File: src/design/pbt_ram.sv
// Generic single-write, single-read RAM with registered read data.
module pbt_ram #(
   parameter int WIDTH = 8,
   parameter int DEPTH = 16,
   parameter int AW    = (DEPTH > 1) ? $clog2(DEPTH) : 1
) (
   input  logic             clock,
   input  logic             wr_en,
   input  logic [AW-1:0]    wr_addr,
   input  logic [WIDTH-1:0] wr_data,
   input  logic [AW-1:0]    rd_addr,
   output logic [WIDTH-1:0] rd_data
);
   logic [WIDTH-1:0] mem [DEPTH];
   logic [WIDTH-1:0] rd_data_ff;

   always_ff @(posedge clock) begin
      if (wr_en) begin
         mem[wr_addr] <= wr_data;
      end
      rd_data_ff <= mem[rd_addr];
   end

   assign rd_data = rd_data_ff;
endmodule

File: config.mk
export PLATFORM = sky130hd
export DESIGN_NAME = pbt_ram
export DESIGN_NICKNAME = d
export VERILOG_FILES = /design/src/design/pbt_ram.sv
export SDC_FILE = /design/constraint.sdc
export NUM_CORES = 1
export LEC_CHECK = 0
export ABC_AREA = 1
export CAP_MARGIN = 20
export CORE_MARGIN = 3
export CORE_UTILIZATION = 60
export CTS_CLUSTER_DIAMETER = 30
export CTS_CLUSTER_SIZE = 12
export DETAILED_ROUTE_END_ITERATION = 6
export DONT_BUFFER_PORTS = 1
export PLACE_DENSITY_LB_ADDON = 0.15
export SLEW_MARGIN = 25
export SYNTH_ARGS = -nofsm -noshare
export SYNTH_HDL_FRONTEND = slang
export SYNTH_SLANG_ARGS = --single-unit
export TNS_END_PERCENT = 10
File: constraint.sdc
create_clock -name clock -period 1.4 [get_ports clock]
set_input_delay 0.14 -clock clock [delete_from_list [all_inputs] [get_ports clock]]
set_output_delay 0.14 -clock clock [all_outputs]
set_load 0.02 [all_outputs]
==> flow_summary_export.csv, run 1 <==
group,metric,value,unit
run_status,status,"finished, final reports clean",
floorplan,ioPinCount,26,
critical_path,critPathArrivalTime,1650,ps
critical_path,cp-end-kind,"flop",
synthesis,yosys-top-cells-area,"edfxtp_1 67%, nand2_1 11%, nand3_1 8.4%",
critical_path,path_buf_inv,1,
cells_and_area,layout.nets,596,
critical_path,start_kind,"primary input",
min_path,min_from,"rd_addr[0]",
routing,drt_iter0_markers,355,
critical_path,slowest_stage,"dlygate4sd3_1",
global_routing,grt_max_degree,46,
critical_path,worstSetupPathType,"primary input to flop",
power_and_ir_drop,clkPwrFrac,43.5,%
synthesis,ys_types,12,
timing,grt_setup_unrepaired,"no",
critical_path,worst-path-max-fanout,16,
min_path,hold_end,"rd_data[0]$_DFF_P_",
power_and_ir_drop,p_comb_share,5.6,%
global_routing,grtUsageTotal,26.5,%
cts,root_buffer,"clkbuf_8",
routing,vias,3887,
timing,finClkSkew,13.1,ps
cells_and_area,drive_gt1_share,8.31,%
timing,setup_viol,0,
timing,whs,6.98,ps
power_and_ir_drop,power.density,1380,nW/um2
timing,period_minus_slack,1240,ps
job,maxCapViolCount,0,
critical_path,reg2reg_slack,320,ps
power_and_ir_drop,netSwitchingPower,1990,uW
synthesis,avgSynthCellArea,10.5,um2
critical_path,path_cells,"dlygate4sd3_1, nand3_1, nand3_1, nand2_1",
cells_and_area,multi_input_area,1210,um2
synthesis,synth_cells,551,
cts,cts.sinks,136,
routing,drc,0,
critical_path,critPathTopFamily,"buffers and inverters",
synthesis,synth_warnings,0,
floorplan,die_w,104,um
cts,insertion_delay,520,ps
cells_and_area,area_delta_synth_final,14.1,%
routing,first_pass_iters,5,
timing,maxSlewViolCount,0,
global_routing,gr-total-overflow,0,
floorplan,core-area,9280,um2
timing,max_freq,805,MHz
critical_path,cpMostUsedCell,"nand3_1",
critical_path,crit_path_max_incr_delay,1010,ps
cts,clk_pin_slew,60,ps
cts,htreeDepth,4,
cells_and_area,fillers,685,
synthesis,syn_area,5770,um2
synthesis,synth_top_area_cell,"edfxtp_1",
cts,clk_path_buf_depth,2,
global_routing,grt_first_pass_wirelength,21200,um
placed_design,place.gp.congestion,0.879,
timing,fin_crit_sh,88.8,%
synthesis,ys_ff_latch,136,
routing,wl_per_cell,18.5,um
placed_design,portBuffers,0,
global_routing,grt_pass1_vias,3882,
cts,cts_buffers,17,
cells_and_area,antenna_cells,0,
power_and_ir_drop,p_seq_share,51.0,%
routing,antenna_left,0,
critical_path,critPathLaunch,"rd_addr[2]",
timing,finalHoldViolCount,0,
critical_path,worstPathRequired,1800,ps
cts,cts_tree,"done",
routing,viasPerCell,5.41,
critical_path,r2r_end,"rd_data[6]$_DFF_P_",
power_and_ir_drop,p_int,7080,uW
cells_and_area,final_common_cell,"nand2_1",
critical_path,r2r_start,"mem[6][6]$_DFFE_PP_",
timing,tns,0,ps
floorplan,core.rowCount,35,
routing,routed_wirelength,13300,um
placed_design,hpwlAfterDp,7800,um
cells_and_area,regArea,4000,um2
min_path,worstHoldPathType,"primary input to flop",
global_routing,grt_antenna_before_repair,1,
critical_path,ff2ff_path_depth,6,
synthesis,syn_nets,569,
power_and_ir_drop,cellLeakagePower,0.00285,uW
power_and_ir_drop,sw_frac_of_total,22.0,%
timing,worst_pin_slew,935,ps
floorplan,initial_core_util,62.1,%
timing,slew_headroom,37.7,%
cells_and_area,final_cell_mix,"173 x nand2_1, 128 x edfxtp_1, 100 x inv_1",
synthesis,ys_seq_area_share,69.4,%
power_and_ir_drop,ir_drop,0.835,mV
floorplan,die_area,10800,um2
cells_and_area,utilization,70.9,%
floorplan,fp.dieH,104,um
min_path,hold_depth,5,
synthesis,netlist.area_leader.share,66.7,%
worst min-delay path: stages:
cell,delay [ps]
nand2_1,50
nand3_1,100
nand3_1,80
nand3_1,70
nand2_1,50
layer usage:
metal  track usage (%)  up-vias  part of all wire, %
met2              42.2      183                   49
li1                  -     1828                    -
met3              6.27       43                  6.7
met4              13.2        2                  3.2
met5                 0        -                0.098
met1              34.3     1831                   41
cell families (layout without fill, tap and decap cells):
kind of cell	Yosys count	in the layout	share of synthesized area (%)
simple gates	289	289	21.0
flops	136	136	69.4
buf+inv	126	165	9.52
state kept, by name, indices dropped and copies added (netlist names):
name     flops
mem        128
rd_data      8
layout make-up:
| type | count | area share, % |
|---|---|---|
| Sequential cell | 136 | 60.8 |
| Clock buffer | 21 | 6.67 |
| Clock inverter | 10 | 1.24 |
| Timing Repair Buffer | 32 | 4.53 |
| Multi-Input combinational cell | 289 | 18.4 |
| Inverter | 102 | 5.82 |
| Tap cell | 129 | 2.45 |
Yosys cell counts:
| library cell | count |
|---|---|
| dfxtp_1 | 8 |
| inv_2 | 2 |
| buf_6 | 6 |
| edfxtp_1 | 128 |
| buf_2 | 13 |
| nor2_1 | 17 |
| nand2_1 | 173 |
| inv_1 | 100 |
| nand3b_1 | 2 |
| buf_4 | 4 |
| buf_1 | 1 |
| nand3_1 | 97 |
power groups by stage:
stage | Clock [uW] | Combinational (uW) | Sequential [uW]
detailed placement | 0 | 356 | 4710
CTS | 3970 | 495 | 4630
floorplan | 0 | 321 | 4690
global placement | 0 | 348 | 4710
global route | 4140 | 556 | 4630
finish | 3940 | 504 | 4620
through the flow:
step	area, um2	setup WS, ps	cells	total power (uW)
CTS	6580	31.4	719	9090
finish	6580	157	719	9070
floorplan	5770	309	551	5010
global placement	5920	233	675	5050
global route	6580	156	719	9330
detailed placement	5920	238	675	5060
repair_timing:
action | in CTS | in global routing
hold buffers | 13 | 0
gates resized for setup | 0 | 1
buffers inserted | 0 | 0
endpoints found under the hold margin | 136 | 0
endpoints found under the setup margin | 0 | 8
how the worst max path moves through the flow:
stage,end,slack (ps),depth (start not counted)
after floorplan,mem[10][0]$_DFFE_PP_,310,2
after global placement,rd_data[2]$_DFF_P_,230,5
after detailed placement,rd_data[2]$_DFF_P_,240,5
after CTS,rd_data[3]$_DFF_P_,30,6
after global routing,rd_data[6]$_DFF_P_,160,4
final,rd_data[6]$_DFF_P_,160,4
Note: power is estimated with default switching activity, not from simulation.
==> run 2: changes to the inputs <==
- ABC_AREA: 1 -> unset
- GPL_TIMING_DRIVEN: unset -> 0
==> flow_summary_export.csv, run 2 <==
group,metric,value,unit
cells_and_area,utilization,73.2,%
global_routing,grt_max_degree,17,
run_status,status,"finished, final reports clean",
synthesis,synth_warnings,0,
timing,finClkSkew,7.74,ps
cts,cts_buffers,17,
routing,first_pass_iters,4,
routing,antenna_left,0,
routing,drc,0,
placed_design,portBuffers,0,
timing,worst_pin_slew,815,ps
synthesis,ys_ff_latch,136,
synthesis,yosys-top-cells-area,"edfxtp_1 75%, mux4_2 7.9%, mux4_1 7.1%",
global_routing,grt_antenna_before_repair,1,
synthesis,synth.top_cells.by_count,"128 x edfxtp_1, 18 x mux4_2, 16 x a22oi_1",
cells_and_area,layout.nets,277,
cells_and_area,fillers,477,
synthesis,synth-edff-count,128,
routing,routed_wirelength,10200,um
cells_and_area,largest_register_ffs,128,
global_routing,grtUsageTotal,23.2,%
placed_design,hpwlAfterDp,6070,um
timing,fin_crit_sh,98.3,%
cells_and_area,drive_gt1_share,25.7,%
synthesis,synth_ff_type,"edfxtp_1",
critical_path,worstPathRequired,1800,ps
cells_and_area,largest-register,"mem",
synthesis,ys_types,19,
power_and_ir_drop,ir_drop,0.918,mV
synthesis,ys_seq_area_share,77.8,%
cts,clk_path_buf_depth,2,
global_routing,gr-total-overflow,0,
power_and_ir_drop,finalPower,9420,uW
critical_path,critPathArrivalTime,1780,ps
timing,grt_setup_unrepaired,"no",
floorplan,fp.dieH,98.6,um
cts,clk_pin_slew,60,ps
routing,viasPerCell,6.42,
routing,wl_per_cell,27.0,um
cells_and_area,final_common_cell,"edfxtp_1",
job,maxCapViolCount,0,
timing,finalWorstSetupSlack,24.5,ps
global_routing,grt_pass1_vias,2512,
floorplan,core.rowCount,33,
global_routing,grt_first_pass_wirelength,15600,um
timing,finalHoldViolCount,0,
timing,setup_viol,0,
critical_path,start_kind,"flop",
timing,period_minus_slack,1380,ps
synthesis,syn_area,5150,um2
floorplan,die_w,98.6,um
cts,htreeDepth,4,
synthesis,netlist.area_leader.share,74.7,%
synthesis,syn_nets,247,
power_and_ir_drop,power.density,1560,nW/um2
timing,slew_headroom,45.5,%
floorplan,core-area,8260,um2
cts,cts.sinks,136,
placed_design,place_ws,-310,ps
timing,max_freq,727,MHz
timing,maxSlewViolCount,0,
critical_path,worst-path-max-fanout,1,
critical_path,worstSetupPathType,"flop to flop",
cts,cts_setup_buffers,0,
placed_design,place.gp.congestion,0.714,
synthesis,async_flop_share,0,%
cells_and_area,area_delta_synth_final,17.4,%
min_path,worstHoldPathType,"primary input to flop",
power_and_ir_drop,cellLeakagePower,0.00199,uW
floorplan,initial_core_util,62.3,%
synthesis,synth_cells,229,
routing,vias,2433,
floorplan,die_area,9730,um2
cells_and_area,final_cell_mix,"128 x edfxtp_1, 18 x mux4_2, 16 x clkbuf_16",
cts,insertion_delay,510,ps
cts,cts_tree,"done",
timing,whs,106,ps
routing,drt_iter0_markers,274,
synthesis,avgSynthCellArea,22.5,um2
synthesis,synth.most_common_cell,"edfxtp_1",
cts,root_buffer,"clkbuf_8",
critical_path,cp-end-kind,"flop",
synthesis,synth_top_area_cell,"edfxtp_1",
floorplan,ioPinCount,26,
==> run 2: cell types whose count changed in the layout (fill, tap and decap cells not counted), moves of 7 or more <==
cell	before	now
a22oi_1	0	9
a22oi_2	0	7
buf_4	18	1
inv_1	100	0
mux4_1	0	14
mux4_2	0	18
nand2_1	173	9
nand3_1	97	1
==> run 2: cells by family after synthesis <==
logic type / synth area share, %
and+or+nand+nor: 3.18
AOI/OAI and AO/OA: 2.33
muxes: 15.0
buffers and inverters: 1.68
DFF: 77.8
==> run 2: through the flow <==
step | TNS, ps | cells | area, um2
final | 0 | 379 | 6040
after floorplan | -147 | 229 | 5150
after CTS | 0 | 377 | 6020
after global placement | -18200 | 334 | 5280
after global routing | 0 | 378 | 6040
after detailed placement | -10720 | 334 | 5300
==> run 2: what timing repair did <==
| action | 4_1_cts | 5_1_grt |
|---|---|---|
| setup endpoints to repair | 3 | 4 |
| hold buffers | 11 | 0 |
| endpoints found under the hold margin | 162 | 0 |
| gates resized for setup | 3 | 4 |
==> run 2: power breakdown <==
group	leakage [uW]	internal [uW]	total (uW)	switching [uW]
Clock	0.000293	2790	4380	1590
Combinational	0.000471	175	415	241
Sequential	0.00122	4560	4620	62.0
==> run 2: layout make-up <==
type                    count  area, um2  area share (%)
flip-flops and latches    136       4000            66.3
multi-input cells          83       1110            18.4
clock buffers              19        442            7.31
clock inverters            13        151            2.51
well taps                 105        131            2.17
repair buffers             11        110            1.82
plain buffers              10       86.3            1.43
diodes                      2       5.00          0.0828
==> run 2: worst max-delay path, cell delays in order (launching register included) <==
cell,delay [ps]
edfxtp_1,390
mux4_1,590
a22oi_2,210
nand2_1,70
==> run 2: final timing paths <==
check,depth (start not counted),slack (ps),to,start
setup / recovery,3,20,rd_data[2]$_DFF_P_,mem[4][2]$_DFFE_PP_
hold / removal,2,110,mem[0][7]$_DFFE_PP_,wr_addr[3]
setup reg to reg,3,20,rd_data[2]$_DFF_P_,mem[4][2]$_DFFE_PP_
hold reg to reg,3,680,rd_data[3]$_DFF_P_,mem[8][3]$_DFFE_PP_
==> run 2: metal layers <==
metal  share of wire [%]  vias up  GRT usage [%]
li1                    -     1044              -
met2                  47       96           32.4
met3                 6.6       20           6.79
met1                  44     1273           35.7
met4                 1.9        0           8.19
met5                   0        -              0
==> run 3: changes to the inputs <==
- CORE_MARGIN: 3 -> 2
==> flow_summary_export.csv, run 3 (synthesized netlist as in run 2, its figures left out) <==
group,metric,value,unit
timing,worst_pin_slew,806,ps
global_routing,gr-total-overflow,0,
power_and_ir_drop,sw_frac_of_total,20.0,%
cells_and_area,antenna_cells,0,
cells_and_area,utilization,73.3,%
min_path,hold_depth,3,
critical_path,path_buf_inv,0,
critical_path,critPathArrivalTime,1730,ps
routing,vias,2403,
cts,htreeDepth,4,
timing,finalWorstSetupSlack,62.8,ps
cells_and_area,layout.nets,277,
run_status,status,"finished, final reports clean",
cts,clk_pin_slew,70,ps
cts,insertion_delay,520,ps
critical_path,path_cells,"mux4_2, a22oi_1, nand2_1",
power_and_ir_drop,finalPower,9770,uW
cells_and_area,largest-register,"mem",
floorplan,initial_core_util,62.3,%
floorplan,die_w,96.6,um
critical_path,crit_path_max_incr_delay,480,ps
critical_path,r2r_start,"mem[0][6]$_DFFE_PP_",
critical_path,critPathLaunch,"mem[0][6]$_DFFE_PP_",
power_and_ir_drop,p_seq_share,47.2,%
timing,slew_headroom,46.1,%
critical_path,critPathTopFamily,"multiplexers",
cells_and_area,drive_gt1_share,24.3,%
cells_and_area,final_common_cell,"edfxtp_1",
critical_path,endpoint,"rd_data[6]$_DFF_P_",
cts,cts_setup_buffers,0,
cts,root_buffer,"clkbuf_8",
routing,routed_wirelength,10100,um
critical_path,ff2ff_path_depth,3,
cts,cts_buffers,17,
floorplan,fp.dieH,96.6,um
global_routing,grt_pass1_vias,2411,
floorplan,die_area,9340,um2
floorplan,ioPinCount,26,
power_and_ir_drop,power.density,1610,nW/um2
placed_design,place_ws,-296,ps
timing,tns,0,ps
floorplan,core.rowCount,33,
routing,first_pass_iters,5,
timing,maxSlewViolCount,0,
timing,period_minus_slack,1340,ps
placed_design,place.gp.congestion,0.707,
power_and_ir_drop,ir_drop,0.962,mV
timing,setup_viol,0,
critical_path,slowest_stage,"mux4_2",
critical_path,r2r_end,"rd_data[6]$_DFF_P_",
critical_path,reg2reg_slack,60,ps
timing,finClkSkew,11.1,ps
routing,antenna_left,0,
timing,finalHoldViolCount,0,
critical_path,cp.depth,3,
global_routing,grt_max_degree,17,
critical_path,worst-path-max-fanout,1,
global_routing,grt_first_pass_wirelength,14800,um
cells_and_area,area_delta_synth_final,17.7,%
cts,cts.sinks,136,
critical_path,cp-end-kind,"flop",
timing,grt_setup_unrepaired,"no",
placed_design,hpwlAfterDp,5820,um
min_path,worstHoldPathType,"primary input to flop",
timing,max_freq,748,MHz
global_routing,grtUsageTotal,22.7,%
timing,fin_crit_sh,95.5,%
floorplan,core-area,8260,um2
power_and_ir_drop,netSwitchingPower,1960,uW
routing,drc,0,
cells_and_area,final_cell_mix,"128 x edfxtp_1, 18 x mux4_2, 16 x clkbuf_16",
cts,cts_tree,"done",
cells_and_area,largest_register_ffs,128,
critical_path,start_kind,"flop",
routing,drt_iter0_markers,312,
power_and_ir_drop,cellLeakagePower,0.00199,uW
placed_design,portBuffers,0,
routing,wl_per_cell,26.7,um
critical_path,worstPathRequired,1790,ps
routing,viasPerCell,6.37,
global_routing,grt_antenna_before_repair,0,
power_and_ir_drop,p_comb_share,4.1,%
cells_and_area,fillers,461,
job,maxCapViolCount,0,
cts,clk_path_buf_depth,2,
power_and_ir_drop,p_int,7810,uW
power_and_ir_drop,clkPwrFrac,48.6,%
critical_path,worstSetupPathType,"flop to flop",
==> run 3: cell types whose count changed in the layout (fill, tap and decap cells not counted), sizes merged <==
| cell | before | now |
|---|---|---|
| bufinv | 3 | 5 |
| clkbuf | 19 | 18 |
| clkinv | 8 | 2 |
| clkinvlp | 1 | 4 |
| diode | 2 | 0 |
| inv | 1 | 3 |
==> run 3: worst min-delay path by stage <==
stage	from	end	slack, ps
floorplan	wr_data[0]	mem[0][0]$_DFFE_PP_	240
global placement	wr_data[1]	mem[14][1]$_DFFE_PP_	240
detailed placement	wr_data[7]	mem[0][7]$_DFFE_PP_	240
CTS	rd_addr[3]	rd_data[0]$_DFF_P_	40
global route	wr_addr[3]	mem[0][0]$_DFFE_PP_	100
finish	rd_addr[3]	rd_data[0]$_DFF_P_	70
==> run 3: layout make-up <==
cell class	count	area (um2)	area share, %
Sequential cell	136	4000	66.1
Multi-Input combinational cell	83	1090	18.0
Clock buffer	18	418	6.90
Clock inverter	14	220	3.64
Tap cell	105	131	2.17
Timing Repair Buffer	11	110	1.82
Buffer	10	86.3	1.43
==> run 3: power by group through the flow <==
stage          Sequential (uW)  Clock [uW]  Combinational, uW
6_report                  4610        4750                403
5_1_grt                   4620        4960                430
4_1_cts                   4620        4790                403
3_5_place_dp              4700           0                308
3_3_place_gp              4690           0                305
2_1_floorplan             4690           0                231
==> run 3: worst reg2reg max path: stages, from the launching register on <==
cell and delay [ps]:
edfxtp_1 400, mux4_2 480, a22oi_1 230, nand2_1 110
==> run 3: routing by layer <==
layer,part of all wire [%],vias to the layer above,global-route usage (%)
met5,0,-,0
met4,1.0,0,7.48
met3,7.0,13,6.65
met2,50,105,35.3
met1,42,1249,31.6
li1,-,1036,-
==> run 3: stage by stage <==
| stage | hold WS [ps] | cells | cell area [um2] |
|---|---|---|---|
| 3_3_place_gp | 240 | 334 | 5280 |
| 4_1_cts | 39.4 | 377 | 6050 |
| 2_1_floorplan | 239 | 229 | 5150 |
| 5_1_grt | 98.1 | 377 | 6060 |
| 6_report | 69.2 | 377 | 6060 |
| 3_5_place_dp | 240 | 334 | 5300 |
==> run 3: timing repair <==
| item | 4_1_cts | 5_1_grt |
|---|---|---|
| gates resized for setup | 1 | 1 |
| setup endpoints to repair | 1 | 1 |
| hold buffers | 11 | 0 |
| pin swaps | 0 | 0 |
| endpoints found under the hold margin | 162 | 0 |
